==> config.mk <==
export PLATFORM = sky130hd
export DESIGN_NAME = bcpe_pow_cell
export DESIGN_NICKNAME = d
export VERILOG_FILES = /design/src/hdl/bcpe_pkg.sv /design/src/hdl/bcpe_pow_cell.sv
export SDC_FILE = /design/constraint.sdc
export NUM_CORES = 1
export LEC_CHECK = 0
export BUFFER_PORTS_ARGS = -buffer_cell sky130_fd_sc_hd__clkbuf_2
export CAP_MARGIN = 25
export CORE_AREA = 2 2 152 154
export CTS_CLUSTER_DIAMETER = 60
export CTS_CLUSTER_SIZE = 40
export DETAILED_ROUTE_END_ITERATION = 10
export DIE_AREA = 0 0 154 156
export GPL_TIMING_DRIVEN = 1
export HOLD_SLACK_MARGIN = 0.08
export REMOVE_ABC_BUFFERS = 1
export SLEW_MARGIN = 15
export SYNTH_ARGS = -nofsm -noshare
export SYNTH_HDL_FRONTEND = slang
export SYNTH_SLANG_ARGS = --single-unit
==> constraint.sdc <==
create_clock -name clk -period 1 [get_ports clk]
set_input_delay 0.05 -clock clk [delete_from_list [all_inputs] [get_ports clk]]
set_output_delay 0.05 -clock clk [all_outputs]
set_load 0.005 [all_outputs]
==> src/hdl/bcpe_pkg.sv <==
// Shared types and constants of the Bezier curve point evaluator
package bcpe_pkg;

    localparam logic CMD_LOAD = 1'b0;
    localparam logic CMD_EVAL = 1'b1;

    localparam logic REG_POINT_COUNT   = 1'b0;
    localparam logic REG_SEGMENT_COUNT = 1'b1;

    localparam int COORD_W = 16;
    localparam int FRAC_W  = 17;

    typedef logic signed [COORD_W-1:0] coord_t;

    typedef struct packed {
        coord_t x;
        coord_t y;
        coord_t z;
    } point_t;

    typedef struct packed {
        logic             load;
        logic [FRAC_W-1:0] factor;
    } pow_ctl_t;

    // Binomial coefficients C(n,k), indexed by {n, k}
    typedef logic [255:0][16:0] binom_tab_t;

    function automatic binom_tab_t make_binom_tab();
        binom_tab_t tab;
        tab = '0;
        for (int n = 0; n < 16; n++)
        begin
            tab[n*16] = 17'd1;
            for (int k = 1; k <= n; k++)
            begin
                tab[n*16 + k] = 17'(tab[(n-1)*16 + k - 1] + tab[(n-1)*16 + k]);
            end
        end
        return tab;
    endfunction

    localparam binom_tab_t BINOM_TAB = make_binom_tab();

endpackage

==> src/hdl/bcpe_pow_cell.sv <==
// One cell of the power chain: holds one rounded power of t or of 1-t
module bcpe_pow_cell (
    input  logic                   clk,
    input  logic                   rst_n,
    input  bcpe_pkg::pow_ctl_t     ctl,
    input  logic [16:0]            prev,
    output logic [16:0]            power
);

    logic [16:0] power_reg;
    logic [16:0] power_next;
    logic [33:0] prod;

    assign prod       = prev * ctl.factor;
    assign power_next = ctl.load ? 17'((prod + 34'd32768) >> 16) : power_reg;

    always_ff @(posedge clk or negedge rst_n)
    begin
        if (!rst_n)
        begin
            power_reg <= '0;
        end
        else
        begin
            power_reg <= power_next;
        end
    end

    assign power = power_reg;

endmodule

==> impl_metrics.toml, run 1 <==
[logic_synthesis]
synth_top_area_cell = "fa_1"
ys_seq_area_share_pct = 4.30
synth.most_common_cell = "inv_1"
synth_common_cells = "271 x inv_1, 223 x fa_1, 164 x nand2_1"
synth_enable_flop_cells = 0
syn_inst = 1094
synth_seq_cells = 17
syn_area_per_cell_sq_um = 9.05
synth_area_leaders = "fa_1 45%, ha_1 14%, inv_1 10%, and2_1 8.9%, nand2_1 6.2%"
synthDistinctLibCells = 60
netlist_area_sq_um = 9900
synth_top_area_share_pct = 45.1
ys_warn_count = 0
async_flop_share_pct = 100
synth_flop_cell = "dfrtp_1"

[layout]
area_growth_pct = 25.2
drive_gt1_share_pct = 23.4
finalNetCount = 1631
antenna_cells = 0
final_core_util_pct = 55.5
largest_reg_flops = 17
final_cells = 1543

[sta]
fin_crit_ns = 5.26
fmax_ghz = 0.190
setup_viol = 17
drv_slew = 0
finalHoldViolations = 0
relSlewSlack_pct = 71.5
skew_ns = 0
worst_pin_slew_ns = 0.427
tns_ns = -69.23
post-route-period-util_pct = 526
worst_slack_ns = -4.26
rsz0062_at_grt = "true"

[drt]
dr.pass1.iters = 4
vias = 7625
dr.first_iter.drc_count = 289
wl_um = 24400
drc = 0
antenna_left = 0
vias_per_cell = 4.94
wl_per_cell_um = 15.8

[placed_design]
hpwlAfterDp_um = 21200
placed_cells = 1529
post-place-ws_ns = -4.86
gp_congestion = 0.826
io_buffers = 53

[die]
initial_core_util_pct = 44.3
dieArea_sq_um = 24000
core_area_sq_um = 22400
chipHeight_um = 156
die_w_um = 154
num_rows = 55
pin_count = 54

[grt]
grt_pass1_wl_um = 41600
overflow = 0
grt_antenna_before_repair = 0
first_global_vias = 8284
grt_max_degree = 18
grt_usage_pct = 21.7

[clocking]
root_buffer = "clkbuf_16"
cts-buffers-inserted = 3
cts_tree = "yes"
clk_pin_slew_ns = 0.05
cts_sinks = 17
clkLatencyLatePin_ns = 0.25
clockBufferDepth = 2
htreeDepth = 1

[critical_path]
end_kind = "register"
arrival_ns = 5.39
worst-endpoint-required_ns = 1.13
path_max_fanout = 6
critical_path_class = "in -> reg"
start_kind = "input pin"

[worst_hold_path]
hold_path.class = "in -> reg"

[status]
status = "complete, but fails checks"
violations = "setup timing"

[flow_run]
cap_violations = 0
## per-layer routing
| layer | share of wire [%] | global-route usage (%) |
|---|---|---|
| met5 | 0 | 0 |
| met4 | 2.5 | 4.05 |
| met3 | 3.4 | 1.67 |
| met1 | 42 | 28.2 |
| met2 | 52 | 39.9 |
## critical path, cell delays in order
cell	delay (ns)
clkbuf_16	0.14
buf_6	0.13
buf_4	0.14
and2_4	0.13
fa_1	0.55
fa_1	0.44
fa_1	0.53
fa_1	0.44
fa_1	0.52
inv_1	0.06
fa_1	0.48
inv_1	0.06
ha_4	0.15
a21o_1	0.14
a21o_1	0.17
a211o_1	0.29
o211ai_2	0.09
a21oi_2	0.08
or3b_4	0.40
xor2_1	0.15
mux2_4	0.25
## path summary, 6_finish.rpt
kind | slack [ns] | depth (start not counted) | from | to
min in group asynchronous | 0.29 | 2 | rst_n | power[15]
setup reg to reg | -0.05 | 2 | power[16] | power[16]
max in group asynchronous | 0.40 | 2 | rst_n | power[10]
hold reg to reg | 0.49 | 2 | power[0] | power[0]
hold / removal | 0.16 | 2 | ctl[17] | power[11]
setup / recovery | -4.26 | 21 | prev[7] | power[13]
## stage by stage
stage | hold slack [ns] | area [sq um]
floorplan | -0.246 | 9750
global placement | 0.00948 | 11500
detailed placement | 0.00691 | 11500
CTS | 0.165 | 12200
global route | 0.184 | 12400
finish | 0.156 | 12400
## cell usage in the layout (no fill, tap or decap), drive strengths merged, types with 3 or more instances in the layout
cell    count
inv       271
fa        223
nand2     164
buf       150
and2      141
ha        112
clkbuf     52
a21oi      20
dfrtp      17
nor2       10
o21ai      10
xnor2       9
a21o        5
mux2        5
and3        4
nand3       4
xor2        4
nor3        4
a211o       3
o21bai      3
nand3b      3
nor2b       3
o21a        3
o31ai       3
o211ai      3
a31o        3
## layout make-up
type / count / area, sq um
Clock buffer: 3 / 75.1
Inverter: 271 / 1020
Timing Repair Buffer: 200 / 1780
Tap cell: 285 / 357
Sequential cell: 17 / 425
Fill cell: 2017 / 9960
Multi-Input combinational cell: 766 / 8750
Clock inverter: 1 / 5.00
## cells by family after synthesis
logic type	synth area share [%]
multiplexers	0.606
adder cells (fa/ha/maj)	59.2
AND/OR/NAND/NOR	17.5
XOR/XNOR	1.15
AO/OA/AOI/OAI	5.42
flip-flops	4.30
buffers and inverters	11.8
## timing repair
action                                 4_1_cts  5_1_grt
endpoints found under the hold margin       17        0
hold buffers                                 1        0
resized for setup                          124       33
gates cloned                                 0        1
setup endpoints to repair                   17       17
pin swaps                                   67       23
setup buffers                                9        3
Power of run 1 is not shown: default switching activity piles up to over one toggle a cycle in this logic, so the estimate is an artifact.
==> inputs of run 2 (changes only) <==
--- a/config.mk
+++ b/config.mk
@@ -7,13 +7,14 @@
 export LEC_CHECK = 0
 export BUFFER_PORTS_ARGS = -buffer_cell sky130_fd_sc_hd__clkbuf_2
 export CAP_MARGIN = 25
-export CORE_AREA = 2 2 152 154
+export CORE_AREA = 2 2 190 99
 export CTS_CLUSTER_DIAMETER = 60
 export CTS_CLUSTER_SIZE = 40
 export DETAILED_ROUTE_END_ITERATION = 10
-export DIE_AREA = 0 0 154 156
+export DIE_AREA = 0 0 192 101
 export GPL_TIMING_DRIVEN = 1
 export HOLD_SLACK_MARGIN = 0.08
+export PLACE_DENSITY = 0.74
 export REMOVE_ABC_BUFFERS = 1
 export SLEW_MARGIN = 15
 export SYNTH_ARGS = -nofsm -noshare
==> impl_metrics.toml, run 2 (synthesized netlist as in run 1, its figures left out) <==
[die]
chipHeight_um = 101
num_rows = 35
core_area_sq_um = 17900
pin_count = 54
initial_core_util_pct = 55.4
dieArea_sq_um = 19400
die_w_um = 192

[critical_path]
start_kind = "input pin"
worst-path-stages = 23
arrival_ns = 5.49
regToRegSetupSlack_ns = -0.20
path_max_fanout = 4
crit_family = "adder cells"
end_kind = "register"
cp_slowest_cell = "fa_1"
r2r-end = "power[16]"
critical_path_class = "in -> reg"
worstRegToRegCells = 2
worst-path-buf-inv = 7
cp-startpoint = "ctl[11]"
path_cells = "clkbuf_16 > buf_6 > nand2_2 > fa_1 > inv_1 > fa_1 > inv_2 > fa_1 > inv_2 > fa_2 > fa_1 > inv_2 > fa_1 > inv_2 > ha_4 > and3_4 > and3_4 > a22oi_4 > a21oi_4 > o21bai_1 > or3b_4 > xor2_1 > mux2_4"
r2r-start = "power[16]"
worst-endpoint-required_ns = 1.13
cpMostUsedCell = "fa_1"
cpPeakStageDelay_ns = 0.57
crit_end = "power[13]"

[grt]
grt_antenna_before_repair = 0
overflow = 0
grt_pass1_wl_um = 44600
grt_max_degree = 20
first_global_vias = 8360
grt_usage_pct = 30.1

[drt]
wl_um = 26900
dr.pass1.iters = 5
drc = 0
dr.first_iter.drc_count = 476
antenna_left = 0
wl_per_cell_um = 17.9
vias_per_cell = 5.17
vias = 7777

[layout]
largest_reg_flops = 17
finalNetCount = 1638
drive_gt1_share_pct = 28.1
seqCellArea_sq_um = 425
area_growth_pct = 26.6
final_common_cell = "inv_1"
final.fill_count = 1347
antenna_cells = 0
final_cell_mix = "242 x inv_1, 204 x fa_1, 156 x nand2_1"
multi_input_area_sq_um = 8920

[flow_run]
cap_violations = 0

[sta]
worst_pin_slew_ns = 0.450
relSlewSlack_pct = 70.0
post-route-period-util_pct = 536
rsz0062_at_grt = "true"
fmax_ghz = 0.187
finalHoldViolations = 0
holdWs_ns = 0.183
setup_viol = 17
fin_crit_ns = 5.36
worst_slack_ns = -4.36
drv_slew = 0
skew_ns = 0

[clocking]
root_buffer = "clkbuf_16"
clockBufferDepth = 2
cts_tree = "yes"
clkLatencyLatePin_ns = 0.25
cts_sinks = 17
htreeDepth = 1
clk_pin_slew_ns = 0.05
cts-buffers-inserted = 3

[worst_hold_path]
hold_path.class = "in -> reg"

[status]
status = "complete, but fails checks"
violations = "setup timing"

[placed_design]
gp_congestion = 0.948
post-place-ws_ns = -4.83
io_buffers = 53
hpwlAfterDp_um = 22900
==> run 2: changes by cell type in the layout (fill, tap and decap cells not counted), moves of 5 or more <==
cell and delta:
inv_2 +20, buf_6 +14, and2_1 -6, inv_1 -20, and2_4 +6, fa_1 -15, clkbuf_8 -5, fa_2 +15
==> run 2: metrics by stage <==
step / std cells / cell area, sq um / utilization [%] / TNS [ns]
2_1_floorplan: 1054 / 9750 / - / -67.88
3_3_place_gp: 1481 / 11300 / 63.4 / -77.42
3_5_place_dp: 1481 / 11300 / 63.4 / -77.83
4_1_cts: 1491 / 12100 / 67.5 / -69.26
5_1_grt: 1505 / 12500 / 70.2 / -72.50
6_report: 1505 / 12500 / 70.2 / -70.00
==> run 2: final cells by class <==
type / count / share of cell area (%)
clock inverters: 1 / 0.0399
clock buffers: 3 / 0.599
well taps: 240 / 2.40
inverters: 271 / 8.11
repair buffers: 207 / 14.3
multi-input cells: 766 / 71.2
flip-flops and latches: 17 / 3.39
==> run 2: repair_timing <==
item                       CTS  global route
gates cloned                 0             0
setup buffers                5            17
hold buffers                 1             0
pin swaps                   56            95
setup endpoints to repair   17            17
gates resized for setup    129           125
hold endpoints to repair    17             0
==> run 2: how the worst min path moves through the flow <==
| stage | endpoint | depth (start not counted) | from |
|---|---|---|---|
| final | power[3] | 3 | ctl[17] |
| after global routing | power[3] | 3 | ctl[17] |
| after CTS | power[3] | 3 | ctl[17] |
| after detailed placement | power[16] | 1 | rst_n |
| after global placement | power[14] | 1 | rst_n |
| after floorplan | power[0] | 0 | rst_n |
==> run 2: metal layers <==
metal | vias to the layer above | global-route usage, % | part of all wire, %
met5 | - | 0 | 0
met4 | 0 | 2.06 | 0.47
met3 | 15 | 9.47 | 10
met2 | 286 | 40.6 | 39
met1 | 3912 | 48.5 | 50
li1 | 3564 | - | -
==> run 2: worst reg2reg max path: cells and delay by family, from the launching register on <==
family	cells	cell delay, ns
AOI/OAI and AO/OA	2	0.65
DFF	1	0.40
Power of run 2 is left out for the same reason.
==> inputs of run 3 (changes only) <==
--- a/config.mk
+++ b/config.mk
@@ -13,7 +13,7 @@
 export DETAILED_ROUTE_END_ITERATION = 10
 export DIE_AREA = 0 0 192 101
 export GPL_TIMING_DRIVEN = 1
-export HOLD_SLACK_MARGIN = 0.08
+export HOLD_SLACK_MARGIN = 0.12
 export PLACE_DENSITY = 0.74
 export REMOVE_ABC_BUFFERS = 1
 export SLEW_MARGIN = 15
==> constraint.sdc (replaced) <==
create_clock -name clk -period 1 [get_ports clk]
set_input_delay 0.2 -clock clk [delete_from_list [all_inputs] [get_ports clk]]
set_output_delay 0.2 -clock clk [all_outputs]
set_load 0.005 [all_outputs]
==> impl_metrics.toml, run 3 (synthesized netlist as in run 1, its figures left out) <==
[sta]
skew_ns = 0
setup_viol = 19
fin_crit_ns = 5.60
drv_slew = 0
post-route-period-util_pct = 560
fmax_ghz = 0.178
holdWs_ns = 0.370
relSlewSlack_pct = 63.7
finalHoldViolations = 0
worst_slack_ns = -4.60
rsz0062_at_grt = "true"
worst_pin_slew_ns = 0.541

[layout]
antenna_cells = 0
final_core_util_pct = 68.6
area_growth_pct = 23.8
multi_input_area_sq_um = 8750
seqCellArea_sq_um = 425
final_cell_mix = "257 x inv_1, 211 x fa_1, 161 x nand2_1"
drive_gt1_share_pct = 24.5
final.fill_count = 1368
largest_reg_flops = 17
final_common_cell = "inv_1"
finalNetCount = 1636

[critical_path]
path_max_fanout = 5
arrival_ns = 5.74
path_cells = "clkbuf_16 > and2_4 > fa_1 > inv_2 > fa_2 > fa_1 > fa_1 > inv_2 > fa_1 > inv_2 > fa_1 > inv_2 > ha_4 > nand2_4 > a2111oi_4 > nand3_4 > a21oi_4 > buf_12 > o21ai_4 > buf_6 > a21oi_4 > buf_6 > o21ai_2 > a31o_1"
crit_family = "adder cells"
critical_path_class = "in -> reg"
cpPeakStageDelay_ns = 0.57
cpMostUsedCell = "fa_1"
worst-endpoint-required_ns = 1.14
cp_slowest_cell = "fa_1"
end_kind = "register"
worst-path-buf-inv = 8
start_kind = "input pin"

[die]
dieArea_sq_um = 19400
die_w_um = 192
chipHeight_um = 101
core_area_sq_um = 17900
pin_count = 54
initial_core_util_pct = 55.4
num_rows = 35

[placed_design]
io_buffers = 53
gp_congestion = 0.948
hpwlAfterDp_um = 23100

[grt]
grt_antenna_before_repair = 0
overflow = 0
grt_max_degree = 18
grt_usage_pct = 30.3
grt_pass1_wl_um = 44700
first_global_vias = 8365

[status]
status = "complete, but fails checks"
violations = "setup timing"

[clocking]
htreeDepth = 1
clkLatencyLatePin_ns = 0.25
clockBufferDepth = 2
cts-buffers-inserted = 3
cts_tree = "yes"
clk_pin_slew_ns = 0.05
root_buffer = "clkbuf_16"
cts_sinks = 17

[drt]
vias = 7773
wl_per_cell_um = 17.9
drc = 0
wl_um = 26900
vias_per_cell = 5.17
dr.first_iter.drc_count = 640
antenna_left = 0
dr.pass1.iters = 5

[worst_hold_path]
hold_path.class = "in -> reg"

[flow_run]
cap_violations = 0
==> run 3: cell types whose count changed in the layout (fill, tap and decap cells not counted), moves of 6 or more <==
cell,before,now
and2_1,125,132
and2_4,16,9
buf_6,32,23
fa_1,204,211
fa_2,19,12
ha_1,95,101
inv_1,242,257
inv_2,29,14
==> run 3: area by class of cell <==
class	instances	share of cell area, %
multi-input cells	766	71.4
repair buffers	205	13.8
inverters	271	8.30
flip-flops and latches	17	3.47
well taps	240	2.45
clock buffers	3	0.612
clock inverters	1	0.0408
==> run 3: metrics by stage <==
step | setup slack (ns) | TNS [ns] | area [sq um] | cells
after floorplan | -4.42 | -70.43 | 9750 | 1054
after global placement | -4.92 | -80.03 | 11400 | 1483
after detailed placement | -4.98 | -80.56 | 11400 | 1483
after CTS | -4.50 | -73.36 | 12100 | 1496
after global routing | -4.77 | -78.02 | 12300 | 1503
final | -4.60 | -75.32 | 12300 | 1503
==> run 3: layer usage <==
metal | routed length [um] | global-route usage (%) | part of all wire, % | vias to the layer above
met2 | 10600 | 42.0 | 39 | 337
met5 | 0 | 0 | 0 | -
met4 | 199 | 2.58 | 0.74 | 0
li1 | - | - | - | 3568
met3 | 3260 | 10.2 | 12 | 26
met1 | 12800 | 47.5 | 48 | 3842
==> run 3: worst register-to-register path, delay by kind of cell (launching register included) <==
kind,cells,cell delay (ns)
AOI/OAI and AO/OA,2,0.70
DFF,1,0.39
==> run 3: what timing repair did <==
item	in CTS	in global routing
pin swaps	79	43
hold endpoints to repair	17	0
resized for setup	123	39
hold buffers	1	0
setup buffers	10	10
endpoints found under the setup margin	19	19
==> run 3: final timing paths <==
kind,from,end,slack [ns],depth (start not counted)
min reg2reg,power[6],power[6],0.50,1
min in group asynchronous,rst_n,power[16],0.41,2
max in group asynchronous,rst_n,power[0],0.28,2
max reg2reg,power[16],power[16],-0.25,2
min,ctl[17],power[13],0.37,3
max,prev[7],power[11],-4.60,24
Power of run 3 is left out for the same reason.
