**src/hdl/bcpe_ram.sv**
```systemverilog
// Generic single-port-write RAM with registered read
module bcpe_ram #(
    parameter int WIDTH = 48,
    parameter int DEPTH = 8
) (
    input  logic                     clk,
    input  logic                     we,
    input  logic [$clog2(DEPTH)-1:0] waddr,
    input  logic [WIDTH-1:0]         wdata,
    input  logic [$clog2(DEPTH)-1:0] raddr,
    output logic [WIDTH-1:0]         rdata
);

    logic [WIDTH-1:0] mem [DEPTH];

    always_ff @(posedge clk)
    begin
        if (we)
        begin
            mem[waddr] <= wdata;
        end
        rdata <= mem[raddr];
    end

endmodule

```
**config.mk**
```make
export PLATFORM = sky130hd
export DESIGN_NAME = bcpe_ram
export DESIGN_NICKNAME = d
export VERILOG_FILES = /design/src/hdl/bcpe_ram.sv
export SDC_FILE = /design/constraint.sdc
export NUM_CORES = 1
export LEC_CHECK = 0
export BUFFER_PORTS_ARGS = -buffer_cell sky130_fd_sc_hd__buf_2
export CORE_MARGIN = 1.5
export CORE_UTILIZATION = 50
export CTS_CLUSTER_DIAMETER = 120
export DETAILED_ROUTE_END_ITERATION = 10
export GPL_TIMING_DRIVEN = 0
export MAX_ROUTING_LAYER = met4
export PLACE_DENSITY = 0.68
export SETUP_SLACK_MARGIN = 0.15
export SLEW_MARGIN = 15
export SYNTH_ARGS = -nofsm -noshare
export SYNTH_HDL_FRONTEND = slang
export SYNTH_SLANG_ARGS = --single-unit
```
**constraint.sdc**
```tcl
create_clock -name clk -period 5.54 [get_ports clk]
set_clock_uncertainty 0.05 [all_clocks]
set_input_delay 0 -clock clk [delete_from_list [all_inputs] [get_ports clk]]
set_output_delay 0 -clock clk [all_outputs]
set_load 0.01 [all_outputs]
```
==> flow_metrics.env, run 1 <==
export IMPL_status="finished clean"
export IMPL_ys_ff_latch=432
export IMPL_grt_use_total_pct=19.8
export IMPL_grt_pass1_vias=7384
export IMPL_synth_top_family_by_area="multiplexers"
export IMPL_synthXorXnorAreaFrac_pct=0
export IMPL_power_density_nw_per_um2=362
export IMPL_syn2layout_area_growth_pct=22.5
export IMPL_max_cap_violations=0
export IMPL_synth_yosys_seq_area_share_pct=80.0
export IMPL_ant_nets=0
export IMPL_postSynthAreaPerCell_um2=25.4
export IMPL_mostFrequentLayoutCell="edfxtp_1"
export IMPL_cp_cell_sequence="dlygate4sd3_1 -> buf_2 -> nor3_2 -> buf_4 -> buf_6 -> buf_4 -> buf_6"
export IMPL_worstPathRequired_ns=5.72
export IMPL_synth_cells=616
export IMPL_die_w_um=180
export IMPL_cts_tree="yes"
export IMPL_whs_ns=0.0968
export IMPL_nNetsFinal=898
export IMPL_final_max_slew_violation_count=0
export IMPL_fin_util_pct=62.4
export IMPL_clk_latency_ns=0.53
export IMPL_grt_first_pass_wirelength_um=45500
export IMPL_cp_max_fo=8
export IMPL_htreeDepth=2
export IMPL_drtIter0Drc=770
export IMPL_worst_path_stages=7
export IMPL_reg2reg_depth=2
export IMPL_worst_path_buf_inv=6
export IMPL_grt_max_degree=20
export IMPL_synth_compound_area_share_pct=0
export IMPL_crit_family="buffers and inverters"
export IMPL_setup_viol=0
export IMPL_num_io_pins=104
export IMPL_whs_path_depth=2
export IMPL_cp_slowest_cell="nor3_2"
export IMPL_period_minus_slack_ns=1.97
export IMPL_p_leak_nw=6.57
export IMPL_synth_adder_area_share_pct=0
export IMPL_clock_sinks=432
export IMPL_cp_arrival_ns=2.15
export IMPL_synthSimpleGateAreaFrac_pct=0.376
export IMPL_yosysUniqueCellTypes=14
export IMPL_layout_common_cells="384 x edfxtp_1, 112 x buf_2, 93 x mux4_2, 51 x dlygate4sd3_1, 48 x dfxtp_1"
export IMPL_core_um2=30700
export IMPL_hold_path_class="input pin to flip-flop"
export IMPL_final_hold_violation_count=0
export IMPL_numPortBuffers=100
export IMPL_start_util_pct=50.9
export IMPL_route_detailed_drc=0
export IMPL_timing_fmax_mhz=507
export IMPL_ys_warn_count=0
export IMPL_fp_dieArea_um2=32300
export IMPL_start_kind="input pin"
export IMPL_path_class="input pin to flip-flop"
export IMPL_syn_nets=672
export IMPL_via_per_inst=5.45
export IMPL_cts_root_buf="clkbuf_16"
export IMPL_wl_per_cell_um=23.8
export IMPL_wirelength_um=30300
export IMPL_clkTransAtPathRegs_ns=0.06
export IMPL_place_gp_congestion=0.697
export IMPL_synthMuxAreaShare_pct=18.3
export IMPL_rows=64
export IMPL_drive_gt1_share_pct=40.9
export IMPL_gr_total_overflow=0
export IMPL_ir_worst_vdd_uv=207
export IMPL_clock_path_buffers=3
export IMPL_nFillCells=1995
export IMPL_vias=6937
export IMPL_syn_cell_area_um2=15600
export IMPL_worst_pin_slew_ns=1.00
export IMPL_hpwl_um=18900
export IMPL_cts_made_buffers=42
export IMPL_period_share_pct=35.6
export IMPL_end_kind="flip-flop"
export IMPL_drt_pass1_iter_count=5
export IMPL_rsz0062_at_grt="false"
export IMPL_die_h_um=180
export IMPL_slew_limit_headroom_pct=33.2
export IMPL_cp_slowest_stage_delay_ns=0.57
export IMPL_antenna_found_initial=1
-- cells in the mapped netlist --
library cell	count	share of area, %
nand2b_1	3	0.12
edfxtp_1	384	74
clkbuf_1	9	0.22
mux4_2	93	13
mux2_4	40	3.8
dfxtp_1	48	6.2
buf_12	5	0.64
mux4_1	3	0.50
nand2_1	2	0.048
mux2_2	8	0.58
nor2_1	6	0.14
nor3_1	2	0.064
buf_2	12	0.38
buf_6	1	0.072
-- final cells by class --
class | count | area (um2) | share of cell area, %
clock buffer | 69 | 1320 | 6.88
buffer | 27 | 205 | 1.07
multi-input combinational | 157 | 2980 | 15.6
timing repair buffer | 182 | 1590 | 8.31
clock inverter | 8 | 61.3 | 0.320
tap | 396 | 495 | 2.59
antenna | 1 | 2.50 | 0.0131
sequential | 432 | 12500 | 65.3
-- registers in the layout, summed over array words and instances (netlist names) --
register / count
rdata: 48
mem: 384
-- metrics by stage --
step	TNS [ns]	worst slack (ns)	std cells	instance area, um2	total power [mW]
after CTS	0	3.56	1271	19100	6.99
after global routing	0	3.49	1272	19100	7.14
after floorplan	0	1.52	616	15600	4.01
after global placement	-214.27	-2.30	1112	16600	4.16
final	0	3.57	1272	19100	6.93
after detailed placement	0	3.29	1143	17300	4.20
-- report_power, final --
part	leakage (nW)	switching [mW]	total [mW]	internal (mW)
registers	3.89	0.0346	3.71	3.68
clock network	0.677	1.11	2.78	1.66
logic	2.00	0.207	0.439	0.232
-- metal layers --
layer / global-route usage, % / wire, um
met1: 24.6 / 12400
met2: 33.9 / 15900
met3: 3.34 / 1520
met4: 4.90 / 473
met5: - / 0
-- what timing repair did --
action,in CTS,in global routing
hold endpoints to repair,393,0
setup buffers,0,0
hold buffers,51,0
gates resized for setup,0,0
-- cell families (layout without fill, tap and decap cells) --
family / count (synthesis) / in the layout
flip-flops: 432 / 432
other: 0 / 1
multiplexers: 144 / 144
AND/OR/NAND/NOR: 13 / 13
buffers and inverters: 27 / 286
-- path summary, 6_finish.rpt --
| kind | startpoint | end | slack [ns] |
|---|---|---|---|
| worst max-delay path | waddr[0] | mem[0][8]$_DFFE_PP_ | 3.57 |
| worst min-delay path | raddr[1] | rdata[4]$_DFF_P_ | 0.1 |
| worst max register to register | mem[5][46]$_DFFE_PP_ | rdata[46]$_DFF_P_ | 4.20 |
| worst min register to register | mem[0][21]$_DFFE_PP_ | rdata[21]$_DFF_P_ | 0.62 |
Note: power is estimated with default switching activity, not from simulation.
==> run 2: changes to the inputs <==
- clock period: 5.54 -> 2 ns (I/O delays scaled with it)
==> run 2 against run 1 <==
Compared with the run above:
- clock power grew to 2.8 times the previous value
- final cell count shrank 0.71%
- setup slack lost 3.2 ns
- non-clock buffer count shrank 11
- power grew to 2.8 times the previous value
- count of clock-buffer cells in the layout shrank 3
- critical path depth shrank 1
- final area shrank 0.48%
- core utilization shrank 0.30 points
- sequential share of layout area grew 0.31 points
- critical path type unchanged
- critical endpoint is now mem[0][18]$_DFFE_PP_
- highest routed layer unchanged
==> flow_metrics.env, run 2 (synthesis results as in run 1) <==
export IMPL_vias=6876
export IMPL_power_density_nw_per_um2=1020
export IMPL_mostFrequentLayoutCell="edfxtp_1"
export IMPL_grt_pass1_vias=7414
export IMPL_cts_tree="yes"
export IMPL_syn2layout_area_growth_pct=22.0
export IMPL_cp_arrival_ns=1.85
export IMPL_drtIter0Drc=687
export IMPL_nFillCells=2067
export IMPL_clk_latency_ns=0.53
export IMPL_worst_pin_slew_ns=0.990
export IMPL_num_io_pins=104
export IMPL_clkPwrFrac_pct=40.7
export IMPL_path_class="input pin to flip-flop"
export IMPL_ir_worst_vdd_uv=494
export IMPL_final_max_slew_violation_count=0
export IMPL_worstPathRequired_ns=2.18
export IMPL_top_regs="mem (384), rdata (48)"
export IMPL_ant_nets=0
export IMPL_place_gp_congestion=0.699
export IMPL_intPower_mw=15.5
export IMPL_cp_cell_sequence="buf_2 -> dlygate4sd3_1 -> nand2b_4 -> nor3_4 -> buf_8 -> buf_8"
export IMPL_grt_use_total_pct=19.8
export IMPL_start_util_pct=50.9
export IMPL_status="finished clean"
export IMPL_pre_cts_ws_ns=0.0613
export IMPL_place_area_um2=17100
export IMPL_start_kind="input pin"
export IMPL_largest_reg_flops=384
export IMPL_top_register="mem"
export IMPL_nNetsFinal=887
export IMPL_route_detailed_drc=0
export IMPL_period_minus_slack_ns=1.67
export IMPL_wirelength_um=29900
export IMPL_sw_frac_of_total_pct=19.7
export IMPL_final_hold_violation_count=0
export IMPL_die_h_um=180
export IMPL_grt_first_pass_wirelength_um=45400
export IMPL_timing_fmax_mhz=599
export IMPL_cp_max_fo=12
export IMPL_crit_family="buffers and inverters"
export IMPL_drive_gt1_share_pct=41.4
export IMPL_stdcell_area_um2=19100
export IMPL_combPwrFrac_pct=6.2
export IMPL_worst_path_buf_inv=4
export IMPL_p_leak_nw=6.52
export IMPL_dr_wl_met2_um=14900
export IMPL_max_cap_violations=0
export IMPL_rows=64
export IMPL_layout_cells_non_filler=1263
export IMPL_dr_wl_met3_um=2100
export IMPL_rsz0062_at_grt="false"
export IMPL_cp_slowest_stage_delay_ns=0.62
export IMPL_htreeDepth=2
export IMPL_seqPwrFrac_pct=53.1
export IMPL_dp_cells=1132
export IMPL_via_per_inst=5.44
export IMPL_gr_total_overflow=0
export IMPL_layout_common_cells="384 x edfxtp_1, 112 x buf_2, 93 x mux4_2, 51 x dlygate4sd3_1, 48 x dfxtp_1"
export IMPL_cp_slowest_cell="nor3_4"
export IMPL_clock_path_buffers=3
export IMPL_core_um2=30700
export IMPL_crit_path_frequent_cell="buf_8"
export IMPL_wl_per_cell_um=23.7
export IMPL_min_from="waddr[2]"
export IMPL_hold_path_class="input pin to flip-flop"
export IMPL_hpwl_um=18200
export IMPL_setup_viol=0
export IMPL_grt_max_degree=21
export IMPL_cts_made_buffers=42
export IMPL_met1_length_um=12400
export IMPL_drt_pass1_iter_count=5
export IMPL_switchingPower_mw=3.82
export IMPL_rr_startpoint="mem[5][45]$_DFFE_PP_"
export IMPL_end_kind="flip-flop"
export IMPL_top_layer="met4"
export IMPL_numPortBuffers=100
export IMPL_cts_root_buf="clkbuf_16"
export IMPL_antenna_found_initial=2
export IMPL_fp_dieArea_um2=32300
export IMPL_startpoint="we"
export IMPL_tns_ns=0
export IMPL_clock_sinks=432
export IMPL_period_share_pct=83.5
export IMPL_die_w_um=180
export IMPL_clkTransAtPathRegs_ns=0.06
export IMPL_post_cts_buffers=0
export IMPL_setup_ws_ns=0.330
export IMPL_slew_limit_headroom_pct=34.0
run 2: cell count changes in the layout (fill, tap and decap cells not counted), moves of 2 or more:
cell / previous run / this run
buf_4: 8 / 0
buf_6: 7 / 1
clkbuf_1: 23 / 17
clkinv_1: 3 / 0
nor3_2: 2 / 0
buf_12: 7 / 11
nor3_4: 0 / 2
clkbuf_8: 10 / 13
buf_16: 15 / 7
buf_8: 0 / 7
clkinv_2: 4 / 9
run 2: worst paths after layout:
check                                             to  depth (start not counted)  slack [ns]
worst max-delay path            mem[0][18]$_DFFE_PP_                          6        0.33
worst min-delay path             mem[0][5]$_DFFE_PP_                          3       0.003
worst min register to register     rdata[21]$_DFF_P_                          2        0.62
worst max register to register     rdata[45]$_DFF_P_                          2        0.66
run 2: power groups by stage:
stage | Combinational (mW) | Sequential (mW) | Clock [mW]
2_1_floorplan | 0.611 | 10.5 | 0
3_3_place_gp | 1.05 | 10.5 | 0
3_5_place_dp | 1.14 | 10.5 | 0
4_1_cts | 1.23 | 10.3 | 8.02
5_1_grt | 1.29 | 10.3 | 8.36
6_report | 1.20 | 10.3 | 7.87
run 2: repair_timing:
| action | in CTS | in global routing |
|---|---|---|
| hold buffers | 51 | 1 |
| hold endpoints to repair | 399 | 7 |
| endpoints found under the setup margin | 0 | 7 |
| resized for setup | 0 | 0 |
run 2: layout make-up:
type	instances	area [um2]	area share [%]
clock inverters	12	91.3	0.479
multi-input cells	157	3000	15.7
repair buffers	171	1430	7.50
well taps	396	495	2.60
plain buffers	27	205	1.08
flip-flops and latches	432	12500	65.6
clock buffers	66	1340	7.01
diodes	2	5.00	0.0263
run 2: worst register-to-register path: stages, from the launching register on:
cell      delay (ns)
edfxtp_1        0.39
mux4_2          0.49
mux2_4          0.29
run 2: through the flow:
| stage | utilization (%) | hold slack [ns] | total power, mW |
|---|---|---|---|
| floorplan | - | 0.0489 | 11.1 |
| global placement | 54.3 | 0.202 | 11.5 |
| detailed placement | 55.8 | 0.219 | 11.6 |
| CTS | 62.1 | 0.0157 | 19.5 |
| global route | 62.1 | 0.00886 | 20.0 |
| finish | 62.1 | 0.00262 | 19.4 |
run 2: layer usage:
| metal | global-route usage (%) | up-vias |
|---|---|---|
| met2 | 31.3 | 247 |
| met4 | 5.87 | 0 |
| met5 | - | - |
| li1 | - | 3040 |
| met1 | 26.5 | 3542 |
| met3 | 3.71 | 47 |
==> run 3: changes to the inputs <==
- PLACE_DENSITY: 0.68 -> 0.7
- clock period: 2 -> 1.4 ns (I/O delays scaled with it)
==> run 3 against run 2 <==
Compared with the run above:
- sequential power grew 43%
- critical endpoint is now rdata[36]$_DFF_P_
- sequential share of layout area decreased by 0.077 points
- first-iteration DRC count is 17% higher
- final area is 0.12% higher
- the flow now finishes with violations (hold timing)
- combinational power is 46% higher
- wire length decreased by 0.38%
- core utilization up 0.073 points
- clock power increased by 37%
- power increased by 41%
==> flow_metrics.env, run 3 (synthesis results as in run 1) <==
export IMPL_status="finished with violations"
export IMPL_violations="hold timing"
export IMPL_cp_arrival_ns=1.72
export IMPL_tns_ns=0
export IMPL_hpwl_um=18400
export IMPL_power_mw=27.2
export IMPL_worst_pin_slew_ns=1.01
export IMPL_core_um2=30700
export IMPL_cts_root_buf="clkbuf_16"
export IMPL_htreeDepth=2
export IMPL_final_max_slew_violation_count=0
export IMPL_rsz0062_at_grt="true"
export IMPL_numPortBuffers=100
export IMPL_worstPathRequired_ns=1.78
export IMPL_nFillCells=2031
export IMPL_layout_cells_non_filler=1264
export IMPL_grt_pass1_vias=7537
export IMPL_syn2layout_area_growth_pct=22.1
export IMPL_wirelength_um=29800
export IMPL_start_util_pct=50.9
export IMPL_dp_cells=1133
export IMPL_whs_ns=-0.0600
export IMPL_largest_reg_flops=384
export IMPL_end_kind="flip-flop"
export IMPL_via_per_inst=5.51
export IMPL_rows=64
export IMPL_cts_tree="yes"
export IMPL_drtIter0Drc=805
export IMPL_max_cap_violations=0
export IMPL_route_detailed_drc=0
export IMPL_clock_sinks=432
export IMPL_mostFrequentLayoutCell="edfxtp_1"
export IMPL_hold_path_class="input pin to flip-flop"
export IMPL_start_kind="flip-flop"
export IMPL_num_io_pins=104
export IMPL_wl_per_cell_um=23.6
export IMPL_nNetsFinal=890
export IMPL_gr_total_overflow=0
export IMPL_clk_latency_ns=0.54
export IMPL_grt_max_degree=21
export IMPL_final_hold_violation_count=37
export IMPL_vias=6970
export IMPL_fp_dieArea_um2=32300
export IMPL_period_share_pct=95.4
export IMPL_setup_viol=0
export IMPL_top_register="mem"
export IMPL_ant_nets=0
export IMPL_diodes=0
export IMPL_grt_first_pass_wirelength_um=45000
export IMPL_timing_fmax_mhz=749
export IMPL_die_w_um=180
export IMPL_antenna_found_initial=0
export IMPL_clock_path_buffers=3
export IMPL_path_class="flip-flop to flip-flop"
export IMPL_drive_gt1_share_pct=42.7
export IMPL_ir_worst_vdd_uv=748
export IMPL_clkTransAtPathRegs_ns=0.06
export IMPL_cts_made_buffers=42
export IMPL_period_minus_slack_ns=1.34
export IMPL_slew_limit_headroom_pct=32.7
export IMPL_whs_path_depth=3
export IMPL_drt_pass1_iter_count=6
export IMPL_die_h_um=180
export IMPL_power_density_nw_per_um2=1430
export IMPL_top_regs="mem (384), rdata (48)"
export IMPL_reg2reg_depth=2
export IMPL_grt_use_total_pct=19.5
export IMPL_layout_common_cells="384 x edfxtp_1, 103 x buf_2, 96 x mux4_2, 49 x dlygate4sd3_1, 48 x dfxtp_1"
export IMPL_place_gp_congestion=0.673
export IMPL_r2r_slack_ns=0.06
export IMPL_p_leak_nw=6.55
export IMPL_cp_max_fo=1
## run 3: cell types whose count changed in the layout (fill, tap and decap cells not counted), sizes merged
cell and change:
diode -2, buf +5, inv +2, dlygate4sd3 -2, bufinv -1, clkinv +2, clkbuf -3
## run 3: power breakdown
part / switching (mW) / internal (mW) / total, mW / leakage, nW
registers: 0.139 / 14.6 / 14.7 / 3.89
logic: 0.825 / 0.927 / 1.75 / 1.99
clock network: 4.55 / 6.24 / 10.8 / 0.670
## run 3: what timing repair did
action	4_1_cts	5_1_grt
endpoints found under the setup margin	80	67
endpoints found under the hold margin	448	32
setup buffers	2	2
pin swaps	2	1
cloned	0	0
resized for setup	7	4
hold buffers	48	1
## run 3: routing by layer
layer,up-vias,GRT usage (%),wire [um]
li1,3041,-,-
met1,3668,24.9,12100
met2,207,32.6,15600
met3,54,3.30,1450
met4,0,5.70,646
met5,-,-,0
## run 3: worst paths after layout
kind                         from                    to
max reg2reg  mem[4][36]$_DFFE_PP_     rdata[36]$_DFF_P_
min                      waddr[2]  mem[7][28]$_DFFE_PP_
max          mem[4][36]$_DFFE_PP_     rdata[36]$_DFF_P_
min reg2reg  mem[4][27]$_DFFE_PP_     rdata[27]$_DFF_P_
## run 3: area by class of cell
cell class                      instances  area (um2)  area share [%]
Clock inverter                         15        91.3           0.479
Buffer                                 27         238            1.25
Clock buffer                           63        1260            6.61
Sequential cell                       432       12500            65.5
Multi-Input combinational cell        157        3040            15.9
Tap cell                              396         495            2.60
Timing Repair Buffer                  174        1460            7.64
## run 3: worst max-delay path, cell delays in order, from the launching register on
cell,delay [ns]
edfxtp_1,0.40
mux4_2,0.49
mux2_4,0.29
## run 3: stage by stage
stage / cell area [um2] / util (%) / hold WS [ns] / worst slack [ns]
floorplan: 15800 / - / 0.0489 / -0.455
global placement: 16800 / 54.6 / 0.200 / -1.84
detailed placement: 17200 / 56.1 / 0.214 / -0.599
CTS: 19000 / 62.1 / -0.0789 / 0.0514
global route: 19100 / 62.2 / -0.0628 / 0.0515
finish: 19100 / 62.2 / -0.0600 / 0.0643
